==> config.mk <==
export PLATFORM = sky130hd
export DESIGN_NAME = tour_order_crossover_unit
export DESIGN_NICKNAME = d
export VERILOG_FILES = /design/src/rtl/toc_pkg.sv /design/src/rtl/toc_ctrl.sv /design/src/rtl/toc_datapath.sv /design/src/rtl/tour_order_crossover_unit.sv
export SDC_FILE = /design/constraint.sdc
export NUM_CORES = 1
export LEC_CHECK = 0
export BUFFER_PORTS_ARGS = -buffer_cell sky130_fd_sc_hd__buf_2
export CAP_MARGIN = 25
export CORE_AREA = 2 2 251 253
export DETAILED_ROUTE_END_ITERATION = 16
export DIE_AREA = 0 0 253 255
export HOLD_SLACK_MARGIN = 0.03
export PLACE_DENSITY = 0.74
export SKIP_CTS_REPAIR_TIMING = 1
export SLEW_MARGIN = 15
export SYNTH_ARGS = -nofsm -noshare
export SYNTH_HDL_FRONTEND = slang
export SYNTH_SLANG_ARGS = --single-unit
==> constraint.sdc <==
create_clock -name clk -period 6.2 [get_ports clk]
set_clock_uncertainty 0.15 [all_clocks]
set_input_delay 0 -clock clk [delete_from_list [all_inputs] [get_ports clk]]
set_output_delay 0 -clock clk [all_outputs]
set_load 0.05 [all_outputs]
==> src/rtl/toc_pkg.sv <==
package toc_pkg;

  // Tour storage depth and the widths that follow from it.
  localparam int MAX_LEN = 64;
  localparam int CITY_W  = 6;
  localparam int SEG_W   = 6;
  localparam int ADDR_W  = $clog2(MAX_LEN);
  localparam int CNT_W   = $clog2(MAX_LEN + 1);
  localparam int CMP_W   = (CNT_W > SEG_W) ? CNT_W : SEG_W;
  localparam int NUM_CITIES = 1 << CITY_W;

  typedef enum logic [2:0] {
    S_LOAD,
    S_BUILD,
    S_ISSUE,
    S_WAIT_A,
    S_WAIT_B,
    S_SHORT
  } state_t;

  typedef struct packed {
    logic load;
    logic start;
    logic bm_rd;
    logic rd_a_pos;
    logic rd_b;
    logic out_a;
    logic out_b;
    logic out_short;
    logic finish;
  } cmd_t;

  typedef struct packed {
    logic seg_valid;
    logic bm_last;
    logic pos_in_seg;
    logic fptr_end;
    logic pos_last;
    logic b_hit;
    logic out_free;
  } status_t;

endpackage

==> src/rtl/toc_ctrl.sv <==
module toc_ctrl
  import toc_pkg::*;
(
  input  logic    clk,
  input  logic    rst,
  input  logic    in_valid,
  output logic    in_ready,
  input  logic    final_element,
  input  status_t status,
  output cmd_t    cmd
);

  state_t state;
  state_t state_next;

  always_ff @(posedge clk) begin
    if (rst) begin
      state <= S_LOAD;
    end else begin
      state <= state_next;
    end
  end

  // Next state.
  always_comb begin
    state_next = state;
    case (state)
      S_LOAD: begin
        if (in_valid && final_element) begin
          state_next = S_BUILD;
        end
      end
      S_BUILD: begin
        if (!status.seg_valid || status.bm_last) begin
          state_next = S_ISSUE;
        end
      end
      S_ISSUE: begin
        if (status.pos_in_seg) begin
          state_next = S_WAIT_A;
        end else if (status.fptr_end) begin
          state_next = S_SHORT;
        end else begin
          state_next = S_WAIT_B;
        end
      end
      S_WAIT_A, S_SHORT: begin
        if (status.out_free) begin
          state_next = status.pos_last ? S_LOAD : S_ISSUE;
        end
      end
      S_WAIT_B: begin
        if (status.b_hit) begin
          state_next = S_ISSUE;
        end else if (status.out_free) begin
          state_next = status.pos_last ? S_LOAD : S_ISSUE;
        end
      end
      default: state_next = S_LOAD;
    endcase
  end

  // Outputs.
  always_comb begin
    cmd      = '0;
    in_ready = 1'b0;
    case (state)
      S_LOAD: begin
        in_ready  = 1'b1;
        cmd.load  = in_valid;
        cmd.start = in_valid && final_element;
      end
      S_BUILD: begin
        cmd.bm_rd = status.seg_valid;
      end
      S_ISSUE: begin
        cmd.rd_a_pos = status.pos_in_seg;
        cmd.rd_b     = !status.pos_in_seg && !status.fptr_end;
      end
      S_WAIT_A: begin
        cmd.out_a  = status.out_free;
        cmd.finish = status.out_free && status.pos_last;
      end
      S_WAIT_B: begin
        cmd.out_b  = !status.b_hit && status.out_free;
        cmd.finish = !status.b_hit && status.out_free && status.pos_last;
      end
      S_SHORT: begin
        cmd.out_short = status.out_free;
        cmd.finish    = status.out_free && status.pos_last;
      end
      default: begin
        cmd = '0;
      end
    endcase
  end

endmodule

==> src/rtl/toc_datapath.sv <==
module toc_datapath
  import toc_pkg::*;
(
  input  logic              clk,
  input  logic              rst,
  input  cmd_t              cmd,
  output status_t           status,
  input  logic [CITY_W-1:0] parent_a_city,
  input  logic [CITY_W-1:0] parent_b_city,
  input  logic [SEG_W-1:0]  segment_begin,
  input  logic [SEG_W-1:0]  segment_end,
  output logic              out_valid,
  input  logic              out_ready,
  output logic [CITY_W-1:0] child_city,
  output logic              child_last,
  output logic              fill_short
);

  logic [CITY_W-1:0] mem_a [MAX_LEN];
  logic [CITY_W-1:0] mem_b [MAX_LEN];

  logic [CNT_W-1:0]      len;
  logic [CNT_W-1:0]      fptr;
  logic [ADDR_W-1:0]     pos;
  logic [ADDR_W-1:0]     bm_idx;
  logic [ADDR_W-1:0]     seg_lo;
  logic [ADDR_W-1:0]     seg_hi;
  logic                  seg_valid;
  logic [NUM_CITIES-1:0] bitmap;
  logic                  bm_pend;
  logic [CITY_W-1:0]     a_data;
  logic [CITY_W-1:0]     b_data;

  logic                  has_room;
  logic [CNT_W-1:0]      n_new;
  logic [CNT_W-1:0]      last_idx;
  logic [CMP_W-1:0]      lo_ext;
  logic [CMP_W-1:0]      hi_ext;
  logic [CMP_W-1:0]      last_ext;
  logic [CMP_W-1:0]      hi_clamp;
  logic                  valid_new;
  logic [ADDR_W-1:0]     a_addr;
  logic                  any_out;

  assign has_room  = len < CNT_W'(MAX_LEN);
  assign n_new     = has_room ? len + CNT_W'(1) : len;
  assign last_idx  = n_new - CNT_W'(1);
  assign lo_ext    = CMP_W'(segment_begin);
  assign hi_ext    = CMP_W'(segment_end);
  assign last_ext  = CMP_W'(last_idx);
  assign hi_clamp  = (hi_ext > last_ext) ? last_ext : hi_ext;
  assign valid_new = (lo_ext <= hi_clamp) && (lo_ext < CMP_W'(n_new));
  assign a_addr    = cmd.bm_rd ? bm_idx : pos;
  assign any_out   = cmd.out_a || cmd.out_b || cmd.out_short;

  // Tour stores: one write port, one registered read port each.
  always_ff @(posedge clk) begin
    if (cmd.load && has_room) begin
      mem_a[len[ADDR_W-1:0]] <= parent_a_city;
      mem_b[len[ADDR_W-1:0]] <= parent_b_city;
    end
    if (cmd.bm_rd || cmd.rd_a_pos) begin
      a_data <= mem_a[a_addr];
    end
    if (cmd.rd_b) begin
      b_data <= mem_b[fptr[ADDR_W-1:0]];
    end
  end

  always_ff @(posedge clk) begin
    if (rst) begin
      len     <= '0;
      bm_pend <= 1'b0;
    end else begin
      bm_pend <= cmd.bm_rd;
      if (cmd.finish) begin
        len <= '0;
      end else if (cmd.load) begin
        len <= n_new;
      end
    end
  end

  always_ff @(posedge clk) begin
    if (cmd.start) begin
      seg_lo    <= lo_ext[ADDR_W-1:0];
      seg_hi    <= hi_clamp[ADDR_W-1:0];
      seg_valid <= valid_new;
      bm_idx    <= lo_ext[ADDR_W-1:0];
      bitmap    <= '0;
      fptr      <= '0;
      pos       <= '0;
    end else begin
      if (cmd.bm_rd) begin
        bm_idx <= bm_idx + ADDR_W'(1);
      end
      if (bm_pend) begin
        bitmap[a_data] <= 1'b1;
      end
      if (cmd.rd_b) begin
        fptr <= fptr + CNT_W'(1);
      end
      if (any_out) begin
        pos <= pos + ADDR_W'(1);
      end
    end
  end

  // Output register.
  always_ff @(posedge clk) begin
    if (rst) begin
      out_valid <= 1'b0;
    end else if (any_out) begin
      out_valid <= 1'b1;
    end else if (out_ready) begin
      out_valid <= 1'b0;
    end
  end

  always_ff @(posedge clk) begin
    if (any_out) begin
      child_last <= status.pos_last;
      fill_short <= cmd.out_short;
      if (cmd.out_a) begin
        child_city <= a_data;
      end else if (cmd.out_b) begin
        child_city <= b_data;
      end else begin
        child_city <= '0;
      end
    end
  end

  assign status.seg_valid  = seg_valid;
  assign status.bm_last    = bm_idx == seg_hi;
  assign status.pos_in_seg = seg_valid && (pos >= seg_lo) && (pos <= seg_hi);
  assign status.fptr_end   = fptr == len;
  assign status.pos_last   = (CNT_W'(pos) + CNT_W'(1)) == len;
  assign status.b_hit      = bitmap[b_data];
  assign status.out_free   = !out_valid || out_ready;

endmodule

==> src/rtl/tour_order_crossover_unit.sv <==
// While loading, in_ready is high and every input transfer is taken; a non-final position
// gives no result. After the final transfer the unit reads parent A at each kept segment
// position to build the segment city set. It then produces each child position from a read
// of parent A or parent B, or as a short fill, with an output step that waits while the
// output register is full; each skipped parent B entry takes a further read through its single read port.
// Synchronous active-high reset returns the controller to loading; stores are not cleared.
module tour_order_crossover_unit
  import toc_pkg::*;
(
  input  logic              clk,
  input  logic              rst,
  input  logic              in_valid,
  output logic              in_ready,
  input  logic [CITY_W-1:0] parent_a_city,
  input  logic [CITY_W-1:0] parent_b_city,
  input  logic [SEG_W-1:0]  segment_begin,
  input  logic [SEG_W-1:0]  segment_end,
  input  logic              final_element,
  output logic              out_valid,
  input  logic              out_ready,
  output logic [CITY_W-1:0] child_city,
  output logic              child_last,
  output logic              fill_short
);

  // The controller sequences the job: it takes input transfers while loading, walks the
  // kept segment of parent A to mark its cities, and then produces the child one position
  // at a time, scanning parent B for the next city outside the segment when needed.
  cmd_t    cmd;
  status_t status;

  toc_ctrl u_ctrl (
    .clk           (clk),
    .rst           (rst),
    .in_valid      (in_valid),
    .in_ready      (in_ready),
    .final_element (final_element),
    .status        (status),
    .cmd           (cmd)
  );

  // The datapath holds both tour stores, the segment city set, the position and fill
  // pointers, and the output register. The output register lets a new job load while the
  // last child position is still waiting for its transfer.
  toc_datapath u_datapath (
    .clk           (clk),
    .rst           (rst),
    .cmd           (cmd),
    .status        (status),
    .parent_a_city (parent_a_city),
    .parent_b_city (parent_b_city),
    .segment_begin (segment_begin),
    .segment_end   (segment_end),
    .out_valid     (out_valid),
    .out_ready     (out_ready),
    .child_city    (child_city),
    .child_last    (child_last),
    .fill_short    (fill_short)
  );

endmodule

==> impl_results.md <==
- Number of max-cap violations: 0
- Post-synthesis sequential area ratio: 0.7097
- Synth Flop Type: edfxtp_1
- Final Net Count: 2586
- Hold_ws: 0.06560 ns
- Worst Hold Depth: 2
- P&R area growth vs syn: 12.70%
- Final hold violations: 0
- Switching share of power: 0.2766
- Row cnt: 92
- R2R depth: 17
- DR vias: 21660
- Design Area, Final: between 40000 and 50000 um2
- Worst setup SP type: flop
- Starting Density: 0.5897
- Post-Syn Nets: 2466
- Residual DRC: 0
- Die width: 253 um
- Netlist cell types: 81
- CTS tree: yes
- Non-Filler Instances: 3399
- Comb power frac: 0.183
- Largest net degree at the start of global routing: 102
- Grt ovf: 0
- Final period util: 0.7793
- Clock transition at path regs: around 0.060 ns
- RSZ-0062 raised after global routing: no
- Detail Route Antenna Nets: 0
- Cell Area, Placed: 38020 um2
- Fill count: 4072
- GRT Util Overall: 0.2731
- Number of sinks on the clock net: roughly 900
- Die height: 255 um
- Dpl cells: 3192
- YS warnings: 0
- Wire length per cell: 25.71 um
- Initial DRC Count: 2824
- Vias in the first global route: roughly 21000
- DR pass1 iterations: 5
- Worst-Skew Late Latency: ~0.64 ns
- GP Congestion: 0.8784
- Port Buffer Count: 38
- Fmax: 207.0 MHz
- Critical Path End Type: flop
- Worst hold-check path type: in2reg
- # setup viols final: 0
- Cell Area, Synth: 36650 um2
- Leak: 14.05 nW
- H-tree Lvls: 3
- Power share of the sequential group: 0.467
- Cell Pwr Density: 359.5 nW/um2
- Via density: 6.372
- N_diodes: 0
- Arrival time worst endpoint: 5.06 ns
- Internal power: 10.74 mW
- Detailed Place HPWL: 53660 um
- Rel. slew slack: 0.2669
- Syn_area_per_cell: 15.22 um2
- Final core occ: 0.6646
- Yosys reg bits: 896
- Total CTS buffers: 87
- Slew Limit Fails: 0
- CTS max path bufs: 3
- Ys async rst share: 0
- Worst setup path class: reg2reg
- Clk root buf: clkbuf_16
- Cells after Synth: 2408
- Crit path time final: 4.832 ns
- Worst-path fanout max: 13
- Final WL: 87370 um
- Total core area: 62160 um2
- Most frequent cells in the layout: edfxtp_1, nand2_1, nor2_1, nand3_1, mux4_2
- VDD IR max: 0.2669 mV
- Share of layout cells above drive strength 1: 0.1685
- FF/Latch Area: 26020 um2
- Fin Setup TNS: 0 ns
- WP data required: 6.43 ns
- Ports: 39
- Most common cell after layout, fill and taps aside: edfxtp_1
- Post-synth EDFFs: 807
- Sw power: approximately 4.1 mW
- Worst slew pin tran: ~1.1 ns
- Area of the multi-input gates: about 10000 um2
- First-pass GRT wire length: 129700 um
- Status: completed
- Clock power frac: 0.350
- Die area: 64520 um2
- Antenna violations before repair: 3
per-layer routing:
metal  global-route usage  vias up  share of wire
met2               0.4378     1159           0.48
met4               0.1210        6          0.041
met5                    0        -        0.00053
met3              0.06132      221          0.094
met1               0.3632    10810           0.39
li1                     -     9465              -
power by group through the flow:
| stage | combinational (mW) | sequential [mW] | clock [mW] |
|---|---|---|---|
| after floorplan | 1.90 | 6.97 | 0 |
| after global placement | 2.55 | 7.05 | 0 |
| after detailed placement | 2.63 | 7.06 | 0 |
| after CTS | 2.65 | 6.93 | 5.26 |
| after global routing | 2.91 | 6.94 | 5.49 |
| final | 2.72 | 6.93 | 5.20 |
state kept, by name (all words and copies together) (netlist names), 7 cells and up:
signal,cells
u_datapath.fptr,7
u_datapath.mem_a,384
u_datapath.len,7
u_datapath.bitmap,64
u_datapath.mem_b,384
worst max-delay path: stages (launching register included):
cell and delay [ns]:
dfxtp_1 0.68, ha_1 0.30, and2b_4 0.21, xnor2_4 0.16, nand3_1 0.29, xnor2_1 0.35
inv_1 0.08, ha_1 0.30, and4_1 0.18, nand2_1 0.09, o31ai_4 0.54, mux2_4 0.35
ha_1 0.30, a21o_1 0.11, a21oi_1 0.06, o21ai_0 0.16, o21ai_0 0.13, o21a_1 0.12
final cells by class:
type                       count  area share
sequential                   896      0.6300
inverter                      28    0.002544
clock buffer                 104     0.05425
multi-input combinational   1350      0.2419
tap                          799     0.02420
timing repair buffer         165     0.03356
clock inverter                57     0.01363
worst paths after layout:
| path | endpoint | slack, ns | start |
|---|---|---|---|
| max | u_datapath.seg_valid$_DFFE_PP_ | 1.37 | u_datapath.len[0]$_SDFFE_PP0P_ |
| min | u_datapath.seg_lo[2]$_DFFE_PP_ | 0.07 | segment_begin[2] |
| max reg2reg | u_datapath.seg_valid$_DFFE_PP_ | 1.37 | u_datapath.len[0]$_SDFFE_PP0P_ |
| min reg2reg | u_datapath.bitmap[53]$_SDFFE_PP0P_ | 0.32 | u_datapath.bitmap[53]$_SDFFE_PP0P_ |
synth_stat cells (4+ instances only):
cell type  count  area [um2]
a22oi_1       40       300.3
and2_1         4       25.02
clkbuf_1      60       225.2
a221o_1        7       70.07
nand4_1       33       206.5
o211ai_1       5       37.54
nand3_1      142       710.7
edfxtp_1     807       24230
mux2_2         4       45.04
a21o_1         6       45.04
nor3_1        13       65.06
or3_1          4       25.02
and3_1         7       43.79
xor2_1        20       175.2
a32oi_1       25       219.0
buf_2         35       175.2
mux2_4         6       90.09
buf_4         13       97.59
dfxtp_1       89        1782
a22o_1        11       96.34
a21oi_1      124       620.6
nand3b_1       4       30.03
o21ai_0       18       90.09
mux2i_1       69       690.7
nor2_1       175       656.9
nor2b_1       15       93.84
mux4_2       126        2838
ha_1          29       362.9
nand2b_1      12       75.07
nand2_1      336        1261
a31oi_1       17       106.4
inv_1         26       97.59
a221oi_1       4       35.03
o21a_1        14       105.1
buf_1         24       90.09
xnor2_1       21       183.9
logic make-up (layout without fill, tap and decap cells):
| family | Yosys count | count (layout) | synth area share |
|---|---|---|---|
| multiplexers | 207 | 207 | 0.1007 |
| adder cells (fa/ha/maj) | 30 | 30 | 0.01017 |
| AO/OA/AOI/OAI | 299 | 299 | 0.05492 |
| buffers and inverters | 162 | 354 | 0.01953 |
| XOR/XNOR | 46 | 46 | 0.01232 |
| AND/OR/NAND/NOR | 768 | 768 | 0.09261 |
| flip-flops | 896 | 896 | 0.7097 |
through the flow:
step / power (mW) / setup WS (ns)
after CTS: 14.84 / 1.429
after floorplan: 8.869 / 2.175
after global placement: 9.601 / 1.634
after detailed placement: 9.688 / 1.441
after global routing: 15.34 / 1.025
final: 14.85 / 1.368
(Power assumes the default switching activity.)
